===== src/hdl/hiss_pkg.sv =====
// Shared types and constants of the hinted interval search.
// Holds table sizing, the chain token type and the result codes.
// No dependencies.
package hiss_pkg;

    // Table and key sizing
    localparam int TABLE_DEPTH = 1024;
    localparam int KEY_W       = 32;
    localparam int ADDR_W      = $clog2(TABLE_DEPTH);
    localparam int ENTRY_W     = 10;
    localparam int CNT_W       = 11;
    localparam int POS_W       = CNT_W + 2;
    localparam int STEP_W      = POS_W - 1;

    // Banking of the table over the row of cells
    localparam int BANK_W      = 2;
    localparam int CELL_COUNT  = 1 << BANK_W;
    localparam int CELL_DEPTH  = TABLE_DEPTH / CELL_COUNT;
    localparam int CELL_AW     = $clog2(CELL_DEPTH);

    // Stream packing
    localparam int IN_TDATA_W  = ((ENTRY_W + KEY_W + 7) / 8) * 8;
    localparam int IN_TUSER_W  = 2;
    localparam int OUT_TDATA_W = ((CNT_W + 7) / 8) * 8;
    localparam int OUT_TUSER_W = 2;

    // Configuration register indexes
    localparam int CFG_IDX_W = 2;
    localparam logic [CFG_IDX_W-1:0] CFG_COUNT  = 2'd0;
    localparam logic [CFG_IDX_W-1:0] CFG_CLOSED = 2'd1;
    localparam logic [CFG_IDX_W-1:0] CFG_INSIDE = 2'd2;

    // Item kinds
    localparam logic MODE_LOAD  = 1'b0;
    localparam logic MODE_QUERY = 1'b1;

    // Position flags
    localparam logic [1:0] FLAG_INSIDE = 2'd0;
    localparam logic [1:0] FLAG_BELOW  = 2'd1;
    localparam logic [1:0] FLAG_ABOVE  = 2'd2;

    // Item travelling along the cell row: a table write or a table read
    typedef struct packed {
        logic              valid;
        logic              wr;
        logic [ADDR_W-1:0] addr;
        logic [KEY_W-1:0]  data;
    } t_tok;

endpackage


===== src/hdl/hiss_seq.sv =====
// Search sequencer: configuration registers, hint, gallop and bisection control.
// Sends table reads and writes into the cell row and takes read data back.
// Depends on hiss_pkg.
module hiss_seq
    import hiss_pkg::*;
(
    input  logic                 i_clk,
    input  logic                 i_rst_n,
    // input items
    input  logic                 i_in_valid,
    output logic                 o_in_ready,
    input  logic                 i_mode,
    input  logic [ENTRY_W-1:0]   i_entry_index,
    input  logic [KEY_W-1:0]     i_key_value,
    input  logic                 i_batch_start,
    // result items
    output logic                 o_out_valid,
    input  logic                 i_out_ready,
    output logic [CNT_W-1:0]     o_interval_index,
    output logic [1:0]           o_position_flag,
    // configuration writes
    input  logic                 i_cfg_valid,
    input  logic [CFG_IDX_W-1:0] i_cfg_index,
    input  logic [CNT_W-1:0]     i_cfg_data,
    // cell row
    output t_tok                 o_req,
    input  t_tok                 i_rsp
);

    typedef enum logic [4:0] {
        S_IDLE   = 5'b00001,
        S_START  = 5'b00010,
        S_WAIT   = 5'b00100,
        S_NARROW = 5'b01000,
        S_DONE   = 5'b10000
    } t_state;

    typedef enum logic [8:0] {
        P_LOWCHK = 9'b000000001,
        P_TOPCHK = 9'b000000010,
        P_HICHK  = 9'b000000100,
        P_LOCHK  = 9'b000001000,
        P_DN     = 9'b000010000,
        P_ENDDN  = 9'b000100000,
        P_UP     = 9'b001000000,
        P_ENDUP  = 9'b010000000,
        P_MID    = 9'b100000000
    } t_phase;

    t_state r_state, n_state;
    t_phase r_phase, n_phase;
    t_tok   r_req, n_req;

    logic signed [KEY_W-1:0]  r_x, n_x;
    logic [CNT_W-1:0]         r_n, n_n;
    logic signed [POS_W-1:0]  r_lo, n_lo;
    logic signed [POS_W-1:0]  r_hi, n_hi;
    logic [STEP_W-1:0]        r_step, n_step;
    logic [CNT_W-1:0]         r_hint, n_hint;
    logic [CNT_W-1:0]         r_count, n_count;
    logic                     r_closed, n_closed;
    logic                     r_inside, n_inside;
    logic [CNT_W-1:0]         r_res_idx, n_res_idx;
    logic [1:0]               r_res_flag, n_res_flag;
    logic                     r_out_valid, n_out_valid;
    logic [CNT_W-1:0]         r_out_idx, n_out_idx;
    logic [1:0]               r_out_flag, n_out_flag;

    logic                     w_rsp;
    logic                     w_ge;
    logic                     w_eq;
    logic signed [POS_W-1:0]  w_n_pos;
    logic signed [POS_W-1:0]  w_one;
    logic [STEP_W-1:0]        w_s2;
    logic signed [POS_W-1:0]  w_s2_pos;
    logic signed [POS_W-1:0]  w_lo_inc;
    logic signed [POS_W-1:0]  w_lo_dec;
    logic signed [POS_W-1:0]  w_lo_dn;
    logic signed [POS_W-1:0]  w_hi_inc;
    logic signed [POS_W-1:0]  w_hi_up;
    logic signed [POS_W:0]    w_sum;
    logic signed [POS_W-1:0]  w_mid;
    logic [CNT_W-1:0]         w_n_clamp;
    logic [CNT_W-1:0]         w_below_idx;
    logic [CNT_W-1:0]         w_above_idx;

    // Table address of 1-based position p
    function automatic logic [ADDR_W-1:0] addr_of(input logic signed [POS_W-1:0] p);
        logic signed [POS_W-1:0] q;
        q = p - POS_W'(1);
        return q[ADDR_W-1:0];
    endfunction

    // Read item for 1-based position p
    function automatic t_tok rd_tok(input logic signed [POS_W-1:0] p);
        t_tok t;
        t.valid = 1'b1;
        t.wr    = 1'b0;
        t.addr  = addr_of(p);
        t.data  = '0;
        return t;
    endfunction

    // Shared datapath terms
    assign w_rsp    = i_rsp.valid && !i_rsp.wr;
    assign w_ge     = r_x >= $signed(i_rsp.data);
    assign w_eq     = r_x == $signed(i_rsp.data);
    assign w_n_pos  = $signed({{(POS_W-CNT_W){1'b0}}, r_n});
    assign w_one    = POS_W'(1);
    assign w_s2     = {r_step[STEP_W-2:0], 1'b0};
    assign w_s2_pos = $signed({1'b0, w_s2});
    assign w_lo_inc = r_lo + w_one;
    assign w_lo_dec = r_lo - w_one;
    assign w_lo_dn  = r_lo - w_s2_pos;
    assign w_hi_inc = r_hi + w_one;
    assign w_hi_up  = r_hi + w_s2_pos;
    assign w_sum    = {r_lo[POS_W-1], r_lo} + {r_hi[POS_W-1], r_hi};
    assign w_mid    = w_sum[POS_W:1];

    assign w_below_idx = r_inside ? CNT_W'(1) : CNT_W'(0);
    assign w_above_idx = (r_inside || (r_closed && w_eq)) ? (r_n - CNT_W'(1)) : r_n;

    // Clamp the count to 1..TABLE_DEPTH
    always_comb begin
        if (r_count == '0) begin
            w_n_clamp = CNT_W'(1);
        end else if (int'(r_count) > TABLE_DEPTH) begin
            w_n_clamp = CNT_W'(TABLE_DEPTH);
        end else begin
            w_n_clamp = r_count;
        end
    end

    // Next state
    always_comb begin
        n_state     = r_state;
        n_phase     = r_phase;
        n_req       = r_req;
        n_req.valid = 1'b0;
        n_x         = r_x;
        n_n         = r_n;
        n_lo        = r_lo;
        n_hi        = r_hi;
        n_step      = r_step;
        n_hint      = r_hint;
        n_count     = r_count;
        n_closed    = r_closed;
        n_inside    = r_inside;
        n_res_idx   = r_res_idx;
        n_res_flag  = r_res_flag;
        n_out_valid = r_out_valid;
        n_out_idx   = r_out_idx;
        n_out_flag  = r_out_flag;

        // configuration writes
        if (i_cfg_valid) begin
            case (i_cfg_index)
                CFG_COUNT:  n_count  = i_cfg_data;
                CFG_CLOSED: n_closed = i_cfg_data[0];
                CFG_INSIDE: n_inside = i_cfg_data[0];
                default:    ;
            endcase
        end

        // drop a result once taken
        if (r_out_valid && i_out_ready) begin
            n_out_valid = 1'b0;
        end

        case (r_state)
            S_IDLE: begin
                if (i_in_valid) begin
                    if (i_mode == MODE_LOAD) begin
                        if (int'(i_entry_index) < TABLE_DEPTH) begin
                            n_req.valid = 1'b1;
                            n_req.wr    = 1'b1;
                            n_req.addr  = ADDR_W'(i_entry_index);
                            n_req.data  = i_key_value;
                        end
                    end else begin
                        n_x     = $signed(i_key_value);
                        n_n     = w_n_clamp;
                        n_lo    = $signed({{(POS_W-CNT_W){1'b0}},
                                           (i_batch_start ? CNT_W'(1) : r_hint)});
                        n_state = S_START;
                    end
                end
            end

            S_START: begin
                n_state = S_WAIT;
                if (r_lo == '0) begin
                    n_phase = P_LOWCHK;
                    n_req   = rd_tok(w_one);
                end else begin
                    n_hi = w_lo_inc;
                    if (w_lo_inc >= w_n_pos) begin
                        n_phase = P_TOPCHK;
                        n_req   = rd_tok(w_n_pos);
                    end else begin
                        n_phase = P_HICHK;
                        n_req   = rd_tok(w_lo_inc);
                    end
                end
            end

            S_WAIT: begin
                if (w_rsp) begin
                    case (r_phase)
                        P_LOWCHK: begin
                            if (!w_ge) begin
                                n_res_idx  = w_below_idx;
                                n_res_flag = FLAG_BELOW;
                                n_state    = S_DONE;
                            end else begin
                                n_lo    = w_one;
                                n_state = S_START;
                            end
                        end
                        P_TOPCHK: begin
                            if (w_ge) begin
                                n_res_idx  = w_above_idx;
                                n_res_flag = FLAG_ABOVE;
                                n_state    = S_DONE;
                            end else if (r_n <= CNT_W'(1)) begin
                                n_res_idx  = w_below_idx;
                                n_res_flag = FLAG_BELOW;
                                n_state    = S_DONE;
                            end else begin
                                n_lo    = w_n_pos - w_one;
                                n_hi    = w_n_pos;
                                n_phase = P_HICHK;
                                n_req   = rd_tok(w_n_pos);
                            end
                        end
                        P_HICHK: begin
                            if (!w_ge) begin
                                n_phase = P_LOCHK;
                                n_req   = rd_tok(r_lo);
                            end else begin
                                n_step = STEP_W'(1);
                                n_lo   = r_hi;
                                n_hi   = w_hi_inc;
                                if (w_hi_inc >= w_n_pos) begin
                                    n_phase = P_ENDUP;
                                    n_req   = rd_tok(w_n_pos);
                                end else begin
                                    n_phase = P_UP;
                                    n_req   = rd_tok(w_hi_inc);
                                end
                            end
                        end
                        P_LOCHK: begin
                            if (w_ge) begin
                                n_res_idx  = CNT_W'(r_lo);
                                n_res_flag = FLAG_INSIDE;
                                n_state    = S_DONE;
                            end else begin
                                n_step = STEP_W'(1);
                                n_hi   = r_lo;
                                n_lo   = w_lo_dec;
                                if (w_lo_dec <= w_one) begin
                                    n_phase = P_ENDDN;
                                    n_req   = rd_tok(w_one);
                                end else begin
                                    n_phase = P_DN;
                                    n_req   = rd_tok(w_lo_dec);
                                end
                            end
                        end
                        P_DN: begin
                            if (w_ge) begin
                                n_state = S_NARROW;
                            end else begin
                                n_step = w_s2;
                                n_hi   = r_lo;
                                n_lo   = w_lo_dn;
                                if (w_lo_dn <= w_one) begin
                                    n_phase = P_ENDDN;
                                    n_req   = rd_tok(w_one);
                                end else begin
                                    n_req   = rd_tok(w_lo_dn);
                                end
                            end
                        end
                        P_ENDDN: begin
                            n_lo = w_one;
                            if (!w_ge) begin
                                n_res_idx  = w_below_idx;
                                n_res_flag = FLAG_BELOW;
                                n_state    = S_DONE;
                            end else begin
                                n_state = S_NARROW;
                            end
                        end
                        P_UP: begin
                            if (!w_ge) begin
                                n_state = S_NARROW;
                            end else begin
                                n_step = w_s2;
                                n_lo   = r_hi;
                                n_hi   = w_hi_up;
                                if (w_hi_up >= w_n_pos) begin
                                    n_phase = P_ENDUP;
                                    n_req   = rd_tok(w_n_pos);
                                end else begin
                                    n_req   = rd_tok(w_hi_up);
                                end
                            end
                        end
                        P_ENDUP: begin
                            if (w_ge) begin
                                n_res_idx  = w_above_idx;
                                n_res_flag = FLAG_ABOVE;
                                n_state    = S_DONE;
                            end else begin
                                n_hi    = w_n_pos;
                                n_state = S_NARROW;
                            end
                        end
                        P_MID: begin
                            if (w_ge) begin
                                n_lo = w_mid;
                            end else begin
                                n_hi = w_mid;
                            end
                            n_state = S_NARROW;
                        end
                        default: n_state = S_NARROW;
                    endcase
                end
            end

            // One bisection step: stop when the interval has closed
            S_NARROW: begin
                if (w_mid == r_lo) begin
                    n_res_idx  = CNT_W'(r_lo);
                    n_res_flag = FLAG_INSIDE;
                    n_state    = S_DONE;
                end else begin
                    n_phase = P_MID;
                    n_req   = rd_tok(w_mid);
                    n_state = S_WAIT;
                end
            end

            // Hold the result until the output register is free
            S_DONE: begin
                if (!r_out_valid || i_out_ready) begin
                    n_out_valid = 1'b1;
                    n_out_idx   = r_res_idx;
                    n_out_flag  = r_res_flag;
                    n_hint      = r_res_idx;
                    n_state     = S_IDLE;
                end
            end

            default: n_state = S_IDLE;
        endcase
    end

    // Control registers
    always_ff @(posedge i_clk) begin
        if (!i_rst_n) begin
            r_state     <= S_IDLE;
            r_phase     <= P_LOWCHK;
            r_req.valid <= 1'b0;
            r_hint      <= CNT_W'(1);
            r_count     <= CNT_W'(1);
            r_closed    <= 1'b0;
            r_inside    <= 1'b0;
            r_out_valid <= 1'b0;
        end else begin
            r_state     <= n_state;
            r_phase     <= n_phase;
            r_req.valid <= n_req.valid;
            r_hint      <= n_hint;
            r_count     <= n_count;
            r_closed    <= n_closed;
            r_inside    <= n_inside;
            r_out_valid <= n_out_valid;
        end
    end

    // Payload registers
    always_ff @(posedge i_clk) begin
        r_req.wr   <= n_req.wr;
        r_req.addr <= n_req.addr;
        r_req.data <= n_req.data;
        r_x        <= n_x;
        r_n        <= n_n;
        r_lo       <= n_lo;
        r_hi       <= n_hi;
        r_step     <= n_step;
        r_res_idx  <= n_res_idx;
        r_res_flag <= n_res_flag;
        r_out_idx  <= n_out_idx;
        r_out_flag <= n_out_flag;
    end

    assign o_in_ready       = (r_state == S_IDLE);
    assign o_req            = r_req;
    assign o_out_valid      = r_out_valid;
    assign o_interval_index = r_out_idx;
    assign o_position_flag  = r_out_flag;

endmodule


===== config.mk =====
export PLATFORM = sky130hd
export DESIGN_NAME = hiss_seq
export DESIGN_NICKNAME = d
export VERILOG_FILES = /design/src/hdl/hiss_pkg.sv /design/src/hdl/hiss_seq.sv
export SDC_FILE = /design/constraint.sdc
export NUM_CORES = 1
export LEC_CHECK = 0
export BUFFER_PORTS_ARGS = -buffer_cell sky130_fd_sc_hd__buf_2
export CAP_MARGIN = 40
export CELL_PAD_IN_SITES_DETAIL_PLACEMENT = 2
export CELL_PAD_IN_SITES_GLOBAL_PLACEMENT = 2
export CORE_ASPECT_RATIO = 0.7
export CORE_MARGIN = 5
export CORE_UTILIZATION = 25
export CTS_BUF_LIST = sky130_fd_sc_hd__clkbuf_4 sky130_fd_sc_hd__clkbuf_8
export DETAILED_ROUTE_END_ITERATION = 8
export HOLD_SLACK_MARGIN = 0.03
export PLACE_DENSITY = 0.71
export SYNTH_ARGS = -nofsm -noshare
export SYNTH_HDL_FRONTEND = slang
export SYNTH_SLANG_ARGS = --single-unit

===== constraint.sdc =====
create_clock -name i_clk -period 8.05 [get_ports i_clk]
set_input_delay 1.61 -clock i_clk [delete_from_list [all_inputs] [get_ports i_clk]]
set_output_delay 1.61 -clock i_clk [all_outputs]
set_load 0.01 [all_outputs]

==> flow_summary.rst <==
.. list-table::
   :header-rows: 1

   * - Metric
     - Value
   * - Initial antenna violation count
     - 4
   * - Worst-case vdd ir drop
     - 0.09856 mV
   * - Wire length after detailed routing
     - 72230 um
   * - Wire length of the first global-routing pass
     - 104500 um
   * - Max stage delay on crit path
     - 0.78 ns
   * - Share of layout cells above drive strength 1
     - 15.91%
   * - Top Metal Used
     - met5
   * - Count of nets left with antenna violations after detail routing
     - 0
   * - Fillers
     - 6645
   * - Worst Path Arrival
     - 5.80 ns
   * - Synthesized flop and latch total
     - 189
   * - Syn. warnings
     - 0
   * - Number of maximum-capacitance violations
     - 0
   * - Worst rel slew slack
     - 25.48%
   * - Number of pins with negative max-slew slack in the final report
     - 0
   * - Placer congestion estimate
     - 1.023
   * - Met1 wire length
     - 34090 um
   * - Overflow left after global routing
     - 0
   * - Standby leakage power
     - 6.578 nW
   * - First DRT Iteration DRCs
     - 1780
   * - Predominant post-synthesis flop cell
     - edfxtp_1
   * - Max Root-Sink Buffers
     - 2
   * - Aggregate global-route resource usage
     - 22.00%
   * - F_max
     - 179.9 MHz
   * - Total chip power
     - 3.130 mW
   * - Clock network latency to the later pin of the worst-skew pair
     - 0.52 ns
   * - Placeable core region
     - 0.05852 mm^2
   * - Overall die width
     - 300.9 um
   * - CTS HTree Levels
     - 4
   * - Number of I/O port buffers
     - 154
   * - Utilization after layout
     - 29.36%
   * - Cell area after synthesis
     - 0.01481 mm^2
   * - Nets
     - 2010
   * - Final Cell Area
     - 0.01718 mm^2
   * - Number of standard-cell rows in the floorplan
     - 74
   * - Transition time at the pin with the least slew margin
     - 1.110 ns
   * - Synth Instances
     - 1642
   * - Setup slack on the worst flop-to-flop path
     - 2.49 ns
   * - Outcome
     - complete, no violations
   * - Critical path cell sequence
     - ha_1 -> fa_1 -> a211oi_1 -> o31ai_1 -> xor2_1 -> ha_1 -> o21ai_0 -> o21ai_0 -> o211ai_1 -> nand2_1 -> o32ai_4 -> buf_8 -> o21ai_0 -> a221oi_1 -> o21ai_1
   * - Number of antenna cells inserted
     - 0
   * - Avg Synthesized Cell Area
     - 9.021 um^2
   * - Seq/Total Area, Yosys
     - 35.61%
   * - CP max-delay cell
     - a221oi_1
   * - Count of final setup violators
     - 0
   * - Number of cells upsized or downsized after cts
     - 0
   * - Die outline area
     - 0.06430 mm^2
   * - Number of detailed-routing iterations run before antenna repair
     - 6
   * - Placed Instances
     - 2570
   * - Power per unit of standard cell area
     - 182.1 mW/mm^2
   * - Final period utilization
     - 69.06%
   * - Worst Hold Depth
     - 0
   * - Sequential cell area
     - 0.005275 mm^2
   * - Maximum number of pins on one net before global-route repair
     - 44
   * - Count of different cell masters after synthesis
     - 82
   * - Root cell of the clock tree
     - clkbuf_8
   * - Post-route clock skew
     - 0.03025 ns
   * - Post-route minimum period
     - 5.560 ns
   * - Class of the tightest hold or removal check
     - flip-flop to flip-flop
   * - Total area of multi-input combinational cells
     - 0.008971 mm^2
   * - Detailed placement HPWL
     - 58350 um
   * - Final cell count without fillers
     - 2602
   * - Top cell type by total area after synthesis
     - edfxtp_1
   * - Async set or reset register ratio after synthesis
     - 0%
   * - Sink count of the clock tree
     - 189
   * - Placed standard-cell area
     - 0.01678 mm^2
   * - Launching element type of the critical path
     - flip-flop
   * - Post-synth top area share
     - 30.21%
   * - Vias after detailed routing
     - 14720
   * - Data required time at the worst endpoint
     - 8.29 ns
   * - # DRC
     - 0
   * - Initial Util
     - 25.31%
   * - Top-level I/O count
     - 165
   * - Mapped Nets
     - 1861
   * - Avg WL per Cell
     - 27.76 um
   * - CTS buffer count
     - 17
   * - Vias in the first global route
     - 15120
   * - Cell with the most instances on the worst path
     - o21ai_0
   * - Highest net fanout along the worst path
     - 18
   * - Height of the die
     - 213.7 um
   * - CTS Hold Bufs
     - 0
   * - Logic depth of the worst register-to-register path
     - 15
   * - Hold violation count in the final report
     - 0
   * - Cells taking the most area after synthesis
     - edfxtp_1 30%, ha_1 9.3%, dfxtp_1 5.4%
   * - CTS tree
     - done
   * - Buffer count from post-CTS setup fixing
     - 0
   * - Average vias per placed instance
     - 5.658
   * - Critical path capture point type
     - flip-flop
   * - Ranking of synthesized cells by instance count
     - 149 x edfxtp_1, 143 x nor2_1, 142 x nand2_1
   * - Total negative slack for setup checks
     - 0 ns
   * - Unrepaired setup endpoints after global routing
     - false
   * - Area grow syn2layout
     - 16.00%
   * - Post-synth EDFFs
     - 149
   * - Startpoint-to-endpoint class of the critical path
     - flip-flop to flip-flop
   * - Clk pin slew, worst setup/hold paths
     - 0.10 ns
   * - Library cell with the highest instance count after synthesis
     - edfxtp_1
   * - Total length of routed met3 wires
     - 7470 um
   * - Met2 layer wire length in the routed design
     - 29750 um
==> registers in the layout, summed over array words and instances (netlist names) <==
| signal | cells |
|---|---|
| r_hint | 11 |
| r_phase | 9 |
| r_state | 5 |
| o_req | 44 |
| o_interval_index | 11 |
| r_closed | 1 |
| r_inside | 1 |
| r_count | 11 |
| o_out_valid | 1 |
| r_n | 11 |
| r_res_idx | 11 |
| r_res_flag | 2 |
| r_step | 11 |
| o_position_flag | 2 |
| r_lo | 13 |
| r_hi | 13 |
| r_x | 32 |
==> stage by stage <==
| stage | hold WS [ns] | worst slack [ns] |
|---|---|---|
| 6_report | 0.4376 | 2.490 |
| 5_1_grt | 0.4411 | 2.348 |
| 4_1_cts | 0.4340 | 2.697 |
| 3_5_place_dp | 0.4092 | 2.230 |
| 3_3_place_gp | 0.4099 | 2.062 |
| 2_1_floorplan | 0.4003 | 0.4522 |
==> critical path, delay by kind of cell (launching register included) <==
| kind | cells | cell delay [ns] |
|---|---|---|
| AOI/OAI and AO/OA | 9 | 2.38 |
| adders and majority gates | 3 | 1.20 |
| DFF | 1 | 0.74 |
| xor gates and xnor gates | 1 | 0.57 |
| buffers and inverters | 1 | 0.25 |
| and+or+nand+nor | 1 | 0.12 |
==> metal layers <==
layer,up-vias,global-route usage [%]
met5,-,0
met2,637,31.77
met1,7641,32.85
li1,6377,-
met4,6,3.936
met3,62,6.468
==> final timing paths <==
check	start	endpoint
worst max-delay path	r_hi[1]$_DFFE_PP_	o_req[35]$_DFFE_PP_
worst max register to register	r_hi[1]$_DFFE_PP_	o_req[35]$_DFFE_PP_
worst min register to register	r_res_flag[0]$_SDFFCE_PP0P_	o_position_flag[0]$_DFFE_PP_
worst min-delay path	r_res_flag[0]$_SDFFCE_PP0P_	o_position_flag[0]$_DFFE_PP_
==> cell usage in the layout (no fill, tap or decap), drive strengths merged, types with 14 or more instances in the layout <==
cell type | Yosys | routed
nand4 | 25 | 25
clkbuf | 70 | 21
edfxtp | 149 | 149
dfxtp | 40 | 40
ha | 110 | 110
nor4 | 14 | 14
xor2 | 46 | 46
o22ai | 14 | 14
mux2i | 41 | 41
xnor2 | 86 | 86
a31oi | 14 | 14
a221oi | 17 | 17
nand2b | 15 | 15
a21oi | 96 | 96
nor2b | 22 | 22
buf | 13 | 212
nor3 | 54 | 54
and2 | 49 | 49
o21ai | 87 | 87
nand2 | 142 | 142
a211oi | 28 | 28
o211ai | 30 | 30
nand3 | 38 | 38
nor2 | 143 | 143
inv | 82 | 87
==> cell families (layout without fill, tap and decap cells) <==
logic type                 after synthesis  after routing  synth area share [%]
AOI/OAI and AO/OA                      412            412                 18.68
xor gates and xnor gates               138            138                 8.725
adders and majority gates              113            113                 9.697
buffers and inverters                  165            327                 4.316
DFF                                    189            189                 35.61
muxes                                   48             48                 3.303
and+or+nand+nor                        577            577                 19.67
==> power by group <==
| part | switching, mW | leakage, nW | internal [mW] |
|---|---|---|---|
| registers | 0.0725 | 1.73 | 1.21 |
| logic | 0.774 | 4.64 | 0.395 |
| clock network | 0.383 | 0.209 | 0.300 |
==> final cells by class <==
class                   count  area share (%)
repair buffers            213           7.143
multi-input cells        1288           52.21
clock inverters            11          0.7719
clock buffers              21           1.573
inverters                  82           1.791
flip-flops and latches    189           30.70
well taps                 798           5.811
Power figures use the tool's default switching activity.
